**src/hw/rtl/lpd_pkg.sv**
```systemverilog
`timescale 1ns / 1ps

package lpd_pkg;

  typedef enum logic [1:0] {
    PH_HEADER  = 2'd0,
    PH_SECTION = 2'd1,
    PH_DATA    = 2'd2
  } phase_t;

  localparam int unsigned IDX_W = 4;
  localparam logic [IDX_W-1:0] IDX_MAX = '1;

  // Byte offsets of the fields within the descriptor section.
  localparam logic [IDX_W-1:0] OFS_LEN_LO = 4'd0;
  localparam logic [IDX_W-1:0] OFS_LEN_HI = 4'd1;
  localparam logic [IDX_W-1:0] OFS_OPT_LO = 4'd2;
  localparam logic [IDX_W-1:0] OFS_OPT_HI = 4'd3;
  localparam logic [IDX_W-1:0] OFS_SND_LO = 4'd4;
  localparam logic [IDX_W-1:0] OFS_SND_HI = 4'd5;
  localparam logic [IDX_W-1:0] OFS_SRC_B0 = 4'd6;
  localparam logic [IDX_W-1:0] OFS_SRC_B1 = 4'd7;
  localparam logic [IDX_W-1:0] OFS_SRC_B2 = 4'd8;
  localparam logic [IDX_W-1:0] OFS_SRC_B3 = 4'd9;

  typedef struct packed {
    logic [7:0]         payload_byte;
    logic [15:0]        pkt_option;
    logic [15:0]        packet_sender;
    logic signed [31:0] source_id;
    logic               is_last;
    logic               empty_packet;
  } result_t;

endpackage

```
**src/hw/rtl/length_prefixed_packet_deframer.sv**
```systemverilog
`timescale 1ns / 1ps
// A result word is written into the queue when its input byte is taken, then moves to the output register.
// Throughput: one byte per cycle while the queue is not full (in_stall low); the parser updates its phase per byte.
// A queue of QUEUE_DEPTH words plus the output register absorbs output stalls.
// Reset (rst, synchronous, active high) returns the parser to the header phase,
// clears the captured fields and empties the queue and output register.

module length_prefixed_packet_deframer #(
  parameter int unsigned QUEUE_DEPTH = 2
) (
  input  logic               clk,
  input  logic               rst,
  input  logic               in_valid,
  output logic               in_stall,
  input  logic [7:0]         rx_byte,
  output logic               out_valid,
  input  logic               out_stall,
  output logic [7:0]         payload_byte,
  output logic [15:0]        pkt_option,
  output logic [15:0]        packet_sender,
  output logic signed [31:0] source_id,
  output logic               is_last,
  output logic               empty_packet
);

  logic             push, pop, full, not_empty;
  lpd_pkg::result_t rec, head;

  assign in_stall = full;

  lpd_front u_front (
    .clk      (clk),
    .rst      (rst),
    .in_valid (in_valid),
    .in_stall (in_stall),
    .rx_byte  (rx_byte),
    .push     (push),
    .rec      (rec)
  );

  lpd_queue #(
    .DEPTH (QUEUE_DEPTH)
  ) u_queue (
    .clk       (clk),
    .rst       (rst),
    .push      (push),
    .push_data (rec),
    .pop       (pop),
    .pop_data  (head),
    .full      (full),
    .not_empty (not_empty)
  );

  lpd_back u_back (
    .clk           (clk),
    .rst           (rst),
    .not_empty     (not_empty),
    .head          (head),
    .pop           (pop),
    .out_stall     (out_stall),
    .out_valid     (out_valid),
    .payload_byte  (payload_byte),
    .pkt_option    (pkt_option),
    .packet_sender (packet_sender),
    .source_id     (source_id),
    .is_last       (is_last),
    .empty_packet  (empty_packet)
  );

endmodule

```
**src/hw/rtl/lpd_front.sv**
```systemverilog
`timescale 1ns / 1ps

module lpd_front (
  input  logic             clk,
  input  logic             rst,
  input  logic             in_valid,
  input  logic             in_stall,
  input  logic [7:0]       rx_byte,
  output logic             push,
  output lpd_pkg::result_t rec
);

  lpd_pkg::phase_t               phase, phase_next;
  logic [7:0]                    section_left, section_left_next;
  logic [lpd_pkg::IDX_W-1:0]     section_index, section_index_next;
  logic [15:0]                   payload_left, payload_left_next;
  logic [15:0]                   captured_length, captured_length_next;
  logic [15:0]                   captured_option, captured_option_next;
  logic [15:0]                   captured_sender, captured_sender_next;
  logic [31:0]                   captured_source, captured_source_next;

  logic [15:0] cap_length, cap_option, cap_sender;
  logic [31:0] cap_source;
  logic [7:0]  left_dec;
  logic [15:0] payload_dec;
  logic        accept;
  logic        emit;

  assign accept      = in_valid && !in_stall;
  assign left_dec    = section_left - 8'd1;
  assign payload_dec = payload_left - 16'd1;
  assign push        = accept && emit;

  // The descriptor byte at the current index lands in its field.
  always_comb begin
    cap_length = captured_length;
    cap_option = captured_option;
    cap_sender = captured_sender;
    cap_source = captured_source;
    case (section_index)
      lpd_pkg::OFS_LEN_LO: cap_length[7:0]   = rx_byte;
      lpd_pkg::OFS_LEN_HI: cap_length[15:8]  = rx_byte;
      lpd_pkg::OFS_OPT_LO: cap_option[7:0]   = rx_byte;
      lpd_pkg::OFS_OPT_HI: cap_option[15:8]  = rx_byte;
      lpd_pkg::OFS_SND_LO: cap_sender[7:0]   = rx_byte;
      lpd_pkg::OFS_SND_HI: cap_sender[15:8]  = rx_byte;
      lpd_pkg::OFS_SRC_B0: cap_source[7:0]   = rx_byte;
      lpd_pkg::OFS_SRC_B1: cap_source[15:8]  = rx_byte;
      lpd_pkg::OFS_SRC_B2: cap_source[23:16] = rx_byte;
      lpd_pkg::OFS_SRC_B3: cap_source[31:24] = rx_byte;
      default: ;
    endcase
  end

  // Next phase.
  always_comb begin
    phase_next = phase;
    unique case (phase)
      lpd_pkg::PH_SECTION: begin
        if (left_dec == 8'd0) begin
          phase_next = (cap_length == 16'd0) ? lpd_pkg::PH_HEADER : lpd_pkg::PH_DATA;
        end
      end
      lpd_pkg::PH_DATA: begin
        if (payload_dec == 16'd0) begin
          phase_next = lpd_pkg::PH_HEADER;
        end
      end
      default: begin
        phase_next = (rx_byte == 8'd0) ? lpd_pkg::PH_HEADER : lpd_pkg::PH_SECTION;
      end
    endcase
  end

  // Datapath updates and the result word.
  always_comb begin
    section_left_next    = section_left;
    section_index_next   = section_index;
    payload_left_next    = payload_left;
    captured_length_next = captured_length;
    captured_option_next = captured_option;
    captured_sender_next = captured_sender;
    captured_source_next = captured_source;
    emit                 = 1'b0;
    rec.payload_byte     = 8'd0;
    rec.pkt_option       = captured_option;
    rec.packet_sender    = captured_sender;
    rec.source_id        = captured_source;
    rec.is_last          = 1'b0;
    rec.empty_packet     = 1'b0;
    unique case (phase)
      lpd_pkg::PH_SECTION: begin
        captured_length_next = cap_length;
        captured_option_next = cap_option;
        captured_sender_next = cap_sender;
        captured_source_next = cap_source;
        section_index_next   = (section_index == lpd_pkg::IDX_MAX) ?
                               section_index : section_index + 1'b1;
        section_left_next    = left_dec;
        rec.pkt_option       = cap_option;
        rec.packet_sender    = cap_sender;
        rec.source_id        = cap_source;
        if (left_dec == 8'd0) begin
          payload_left_next = cap_length;
          if (cap_length == 16'd0) begin
            emit             = 1'b1;
            rec.is_last      = 1'b1;
            rec.empty_packet = 1'b1;
          end
        end
      end
      lpd_pkg::PH_DATA: begin
        payload_left_next = payload_dec;
        emit              = 1'b1;
        rec.payload_byte  = rx_byte;
        rec.is_last       = (payload_dec == 16'd0);
      end
      default: begin
        // A header byte starts a fresh packet with every field cleared.
        captured_length_next = 16'd0;
        captured_option_next = 16'd0;
        captured_sender_next = 16'd0;
        captured_source_next = 32'd0;
        section_index_next   = '0;
        section_left_next    = rx_byte;
        rec.pkt_option       = 16'd0;
        rec.packet_sender    = 16'd0;
        rec.source_id        = 32'sd0;
        if (rx_byte == 8'd0) begin
          payload_left_next = 16'd0;
          emit              = 1'b1;
          rec.is_last       = 1'b1;
          rec.empty_packet  = 1'b1;
        end
      end
    endcase
  end

  always_ff @(posedge clk) begin
    if (rst) begin
      phase           <= lpd_pkg::PH_HEADER;
      section_left    <= 8'd0;
      section_index   <= '0;
      payload_left    <= 16'd0;
      captured_length <= 16'd0;
      captured_option <= 16'd0;
      captured_sender <= 16'd0;
      captured_source <= 32'd0;
    end else if (accept) begin
      phase           <= phase_next;
      section_left    <= section_left_next;
      section_index   <= section_index_next;
      payload_left    <= payload_left_next;
      captured_length <= captured_length_next;
      captured_option <= captured_option_next;
      captured_sender <= captured_sender_next;
      captured_source <= captured_source_next;
    end
  end

  a_data_has_bytes: assert property (@(posedge clk) disable iff (rst)
    (phase == lpd_pkg::PH_DATA) |-> (payload_left != 16'd0))
    else $error("payload phase entered with no bytes left");

  a_section_has_bytes: assert property (@(posedge clk) disable iff (rst)
    (phase == lpd_pkg::PH_SECTION) |-> (section_left != 8'd0))
    else $error("descriptor phase entered with no bytes left");

  a_empty_is_last: assert property (@(posedge clk) disable iff (rst)
    (push && rec.empty_packet) |-> (rec.is_last && rec.payload_byte == 8'd0))
    else $error("empty packet word not marked last");

endmodule

```
**src/hw/rtl/lpd_queue.sv**
```systemverilog
`timescale 1ns / 1ps

module lpd_queue #(
  parameter int unsigned DEPTH = 2
) (
  input  logic             clk,
  input  logic             rst,
  input  logic             push,
  input  lpd_pkg::result_t push_data,
  input  logic             pop,
  output lpd_pkg::result_t pop_data,
  output logic             full,
  output logic             not_empty
);

  localparam int unsigned PTR_W = (DEPTH > 1) ? $clog2(DEPTH) : 1;
  localparam int unsigned CNT_W = $clog2(DEPTH + 1);
  localparam logic [PTR_W-1:0] LAST_PTR = PTR_W'(DEPTH - 1);
  localparam logic [CNT_W-1:0] FULL_CNT = CNT_W'(DEPTH);

  lpd_pkg::result_t   slots [DEPTH];
  logic [PTR_W-1:0]   wr_ptr, rd_ptr;
  logic [CNT_W-1:0]   count;

  assign full      = (count == FULL_CNT);
  assign not_empty = (count != '0);
  assign pop_data  = slots[rd_ptr];

  always_ff @(posedge clk) begin
    if (push) begin
      slots[wr_ptr] <= push_data;
    end
  end

  always_ff @(posedge clk) begin
    if (rst) begin
      wr_ptr <= '0;
      rd_ptr <= '0;
      count  <= '0;
    end else begin
      if (push) begin
        wr_ptr <= (wr_ptr == LAST_PTR) ? '0 : wr_ptr + 1'b1;
      end
      if (pop) begin
        rd_ptr <= (rd_ptr == LAST_PTR) ? '0 : rd_ptr + 1'b1;
      end
      case ({push, pop})
        2'b10:   count <= count + 1'b1;
        2'b01:   count <= count - 1'b1;
        default: count <= count;
      endcase
    end
  end

  a_no_overflow: assert property (@(posedge clk) disable iff (rst)
    !(push && full))
    else $error("word pushed into a full queue");

  a_no_underflow: assert property (@(posedge clk) disable iff (rst)
    !(pop && !not_empty))
    else $error("word popped from an empty queue");

  a_count_step: assert property (@(posedge clk) disable iff (rst)
    (push && !pop) |=> (count == $past(count) + 1'b1))
    else $error("queue count did not follow a push");

endmodule

```
**src/hw/rtl/lpd_back.sv**
```systemverilog
`timescale 1ns / 1ps

module lpd_back (
  input  logic               clk,
  input  logic               rst,
  input  logic               not_empty,
  input  lpd_pkg::result_t   head,
  output logic               pop,
  input  logic               out_stall,
  output logic               out_valid,
  output logic [7:0]         payload_byte,
  output logic [15:0]        pkt_option,
  output logic [15:0]        packet_sender,
  output logic signed [31:0] source_id,
  output logic               is_last,
  output logic               empty_packet
);

  lpd_pkg::result_t held;

  // The output register reloads from the queue when the queue holds a word and the register is empty or being taken.
  assign pop = not_empty && (!out_valid || !out_stall);

  always_ff @(posedge clk) begin
    if (rst) begin
      out_valid <= 1'b0;
    end else if (!out_valid || !out_stall) begin
      out_valid <= not_empty;
    end
  end

  always_ff @(posedge clk) begin
    if (pop) begin
      held <= head;
    end
  end

  assign payload_byte  = held.payload_byte;
  assign pkt_option    = held.pkt_option;
  assign packet_sender = held.packet_sender;
  assign source_id     = held.source_id;
  assign is_last       = held.is_last;
  assign empty_packet  = held.empty_packet;

endmodule

```
**config.mk**
```make
export PLATFORM = sky130hd
export DESIGN_NAME = length_prefixed_packet_deframer
export DESIGN_NICKNAME = d
export VERILOG_FILES = /design/src/hw/rtl/lpd_pkg.sv /design/src/hw/rtl/length_prefixed_packet_deframer.sv /design/src/hw/rtl/lpd_front.sv /design/src/hw/rtl/lpd_queue.sv /design/src/hw/rtl/lpd_back.sv
export SDC_FILE = /design/constraint.sdc
export NUM_CORES = 1
export LEC_CHECK = 0
export BUFFER_PORTS_ARGS = -buffer_cell sky130_fd_sc_hd__buf_2
export CAP_MARGIN = 20
export CORE_UTILIZATION = 60
export CTS_CLUSTER_SIZE = 14
export DETAILED_ROUTE_END_ITERATION = 7
export HOLD_SLACK_MARGIN = 0.06
export PLACE_DENSITY = 0.9
export SYNTH_ARGS = -nofsm -noshare
export SYNTH_HDL_FRONTEND = slang
export SYNTH_SLANG_ARGS = --single-unit
```
**constraint.sdc**
```tcl
create_clock -name clk -period 16.8 [get_ports clk]
set_input_delay 4.2 -clock clk [delete_from_list [all_inputs] [get_ports clk]]
set_output_delay 4.2 -clock clk [all_outputs]
set_load 0.01 [all_outputs]
```
==> flow_summary.toml <==
[global_route]
grt_util_met3 = 0.0465
grt_start_max_net_pins = 79
use_met2 = 0.427
track_usage = 0.256
antenna_found_initial = 0
grt.busiest_layer = "met2"
grt_util_met1 = 0.329
grt_pass1_wl_um = 48100
first_global_vias = 9193
grt.overflow.total = 0

[sta]
fin_crit_ns = 6.50
tightest_slew_ns = 1.06
holdWs_ns = 0.458
setup_ws_ns = 10.30
final_max_slew_viol_count = 0
fin_crit_sh = 0.387
finalSetupViolations = 0
rsz0062_at_grt = "no"
setup_tns_ns = 0
maxSlewHeadroom = 0.290
fmaxAchievable_ghz = 0.154
final-hold-violation-count = 0
fin_worst_skew_ns = 0.0277

[setup_path]
cp_slowest_cell = "buf_4"
start_kind = "input pin"
crit_required_ns = 16.91
r2r_end = "u_queue.slots[0][26]"
cp.arrival_ns = 6.61
path_max_fanout = 74
r2r_slack_ns = 12.94
crit_type = "in2reg"
cp-end-kind = "register"
cp_cell_sequence = "buf_2 -> mux2i_1 -> nand4_1 -> nor4_1 -> a21oi_2 -> nor2_4 -> buf_4"
reg2reg_depth = 9
worstReg2RegStart = "u_front.section_index[0]"
slowest_delay_ns = 0.81

[synthesis]
synth-seq-cells = 337
synthArstFlopShare = 0
synthMuxAreaShare = 0.0763
synth_cell_types = 60
synth_fa_ha_area_frac = 0.00985
synthTopCellsByArea = "edfxtp_1 48%, dfxtp_1 16%, a22oi_1 7.1%"
syn_nets = 1151
yosysTopAreaCellShare = 0.477
synthFlopType = "edfxtp_1"
synthesis.area_um2 = 14000
synth_edf_count = 222
synth_top_family_by_area = "compound AO/OA/AOI/OAI gates"
synth_simple_gate_area_share = 0.110
yosys_warnings = 0
postSynthCellCount = 1128
ys_seq_area_frac = 0.642
synth_compound_area_frac = 0.124
synth_xor_area_frac = 0.0107
yosys.area.top_type = "edfxtp_1"
syn_area_per_cell_um2 = 12.4

[floorplan]
ios = 88
fp.dieH_um = 155
core_um2 = 22700
die_x_um = 155
start_util = 0.615
rows = 55
die_area_um2 = 23900

[cells_and_area]
instances_no_fill = 1490
final_common_cell = "edfxtp_1"
nets = 1203
fin_util = 0.692
diodes = 0
area_delta_synth_final_pct = 12.4
nFillCells = 1506
final_layout_size_suffix_gt1_frac = 0.199
layout_common_cells = "222 x edfxtp_1, 184 x nor2_1, 132 x a22oi_1"

[outcome]
outcome = "complete, no violations"

[hold_path]
hp-start = "u_front.captured_length[8]"
holdCritPathClass = "reg2reg"
hold_end = "u_front.captured_length[8]"
whs_path_depth = 2

[power_and_ir_drop]
power.density_nw_per_um2 = 142
ir_worst_vdd_v = 0.000163
leakagePower_nw = 5.52

[routing]
drt_pass1_iterations = 6
initialDrtViolationCount = 1311
drc = 0
num_vias = 9451
ant_nets = 0
wire_per_inst_um = 20.4
wirelength_um = 30400
drt-vias-per-instance = 6.34

[clock_network]
clkTransAtPathRegs_ns = 0.06
cts_hold_buf = 0
clockBufferDepth = 3
cts_setup_buffers = 0
cts_sinks = 337
insertion_delay_ns = 0.52
h-tree-depth = 2
numCtsBuffers = 34
ctsResizeCount = 0
cts_tree = "done"
cts-root-buf = "clkbuf_16"

[placement]
pre_cts_slack_ns = 9.80
post-place-cells = 1429
gp_congestion = 0.899
io_buffer_count = 87
dpl.hpwl_um = 18300

[run]
cap_viol_max_count = 0
==> sequential cells by signal, indices dropped and copies added, names as in the netlist, 4 cells and up <==
name                     cells
u_front.captured_sender     16
u_queue.slots              148
u_back.packet_sender        16
u_front.captured_source     32
u_back.source_id            32
u_back.payload_byte          8
u_back.pkt_option           16
u_front.captured_length     16
u_front.section_index        4
u_front.section_left         8
u_front.captured_option     16
u_front.payload_left        16
==> final cells by class <==
cell class | instances | area [um^2] | area share
multi-input combinational | 694 | 4660 | 0.296
clock inverter | 6 | 88.8 | 0.00565
sequential | 337 | 8970 | 0.571
timing repair buffer | 99 | 526 | 0.0334
clock buffer | 55 | 1060 | 0.0675
inverter | 14 | 52.6 | 0.00334
tap | 285 | 357 | 0.0227
==> logic make-up (layout without fill, tap and decap cells) <==
family / count (synthesis) / after routing
and+or+nand+nor: 328 / 328
muxes: 97 / 97
adders and majority gates: 11 / 11
xor gates and xnor gates: 17 / 17
AOI/OAI and AO/OA: 241 / 241
DFF: 337 / 337
buffers and inverters: 97 / 174
==> how the worst max path moves through the flow <==
stage                     from              endpoint  slack [ns]  depth (start not counted)
finish              rx_byte[4]  u_queue.slots[0][26]       10.30                          7
detailed placement  rx_byte[4]   u_queue.slots[0][2]        9.80                          7
global route        rx_byte[1]  u_queue.slots[0][33]       10.15                          7
CTS                 rx_byte[4]  u_queue.slots[0][23]       10.32                          7
floorplan            out_stall      u_queue.count[1]        7.59                          4
global placement    rx_byte[1]   u_queue.slots[0][2]        9.95                          7
==> Yosys cell counts (8+ instances only) <==
library cell / number
nand4_1: 8
edfxtp_1: 222
nor2_1: 186
nor3_1: 8
ha_1: 11
mux2i_1: 21
and2_1: 26
xor2_1: 9
dfxtp_1: 115
a2bb2oi_1: 9
mux2_2: 76
o22ai_1: 10
clkbuf_1: 73
nand2b_1: 8
nand2_1: 39
nand3_1: 8
a21oi_1: 23
o21ai_0: 15
a22oi_1: 132
inv_1: 14
xnor2_1: 8
==> per-layer routing <==
metal	routed length, um	vias up
met5	0	-
met4	1160	0
met3	2260	107
met2	15000	481
met1	12000	4559
li1	-	4304
==> critical path: cells and delay by family <==
kind | cells | cell delay [ns]
buffers and inverters | 2 | 0.95
muxes | 1 | 0.28
and+or+nand+nor | 3 | 0.91
AOI/OAI and AO/OA | 1 | 0.24
==> metrics by stage <==
stage                     power (W)  instance area, um^2
after floorplan             0.00127                14000
after global placement      0.00147                14600
after detailed placement    0.00148                14600
after CTS                   0.00225                15700
after global routing        0.00232                15700
final                       0.00224                15700
==> power by group <==
group          total, W  internal (W)  switching [W]
sequential      0.00103      0.000987      0.0000390
combinational  0.000446      0.000176       0.000270
clock          0.000767      0.000465       0.000302
total           0.00224       0.00163       0.000611
Power figures use the tool's default switching activity.
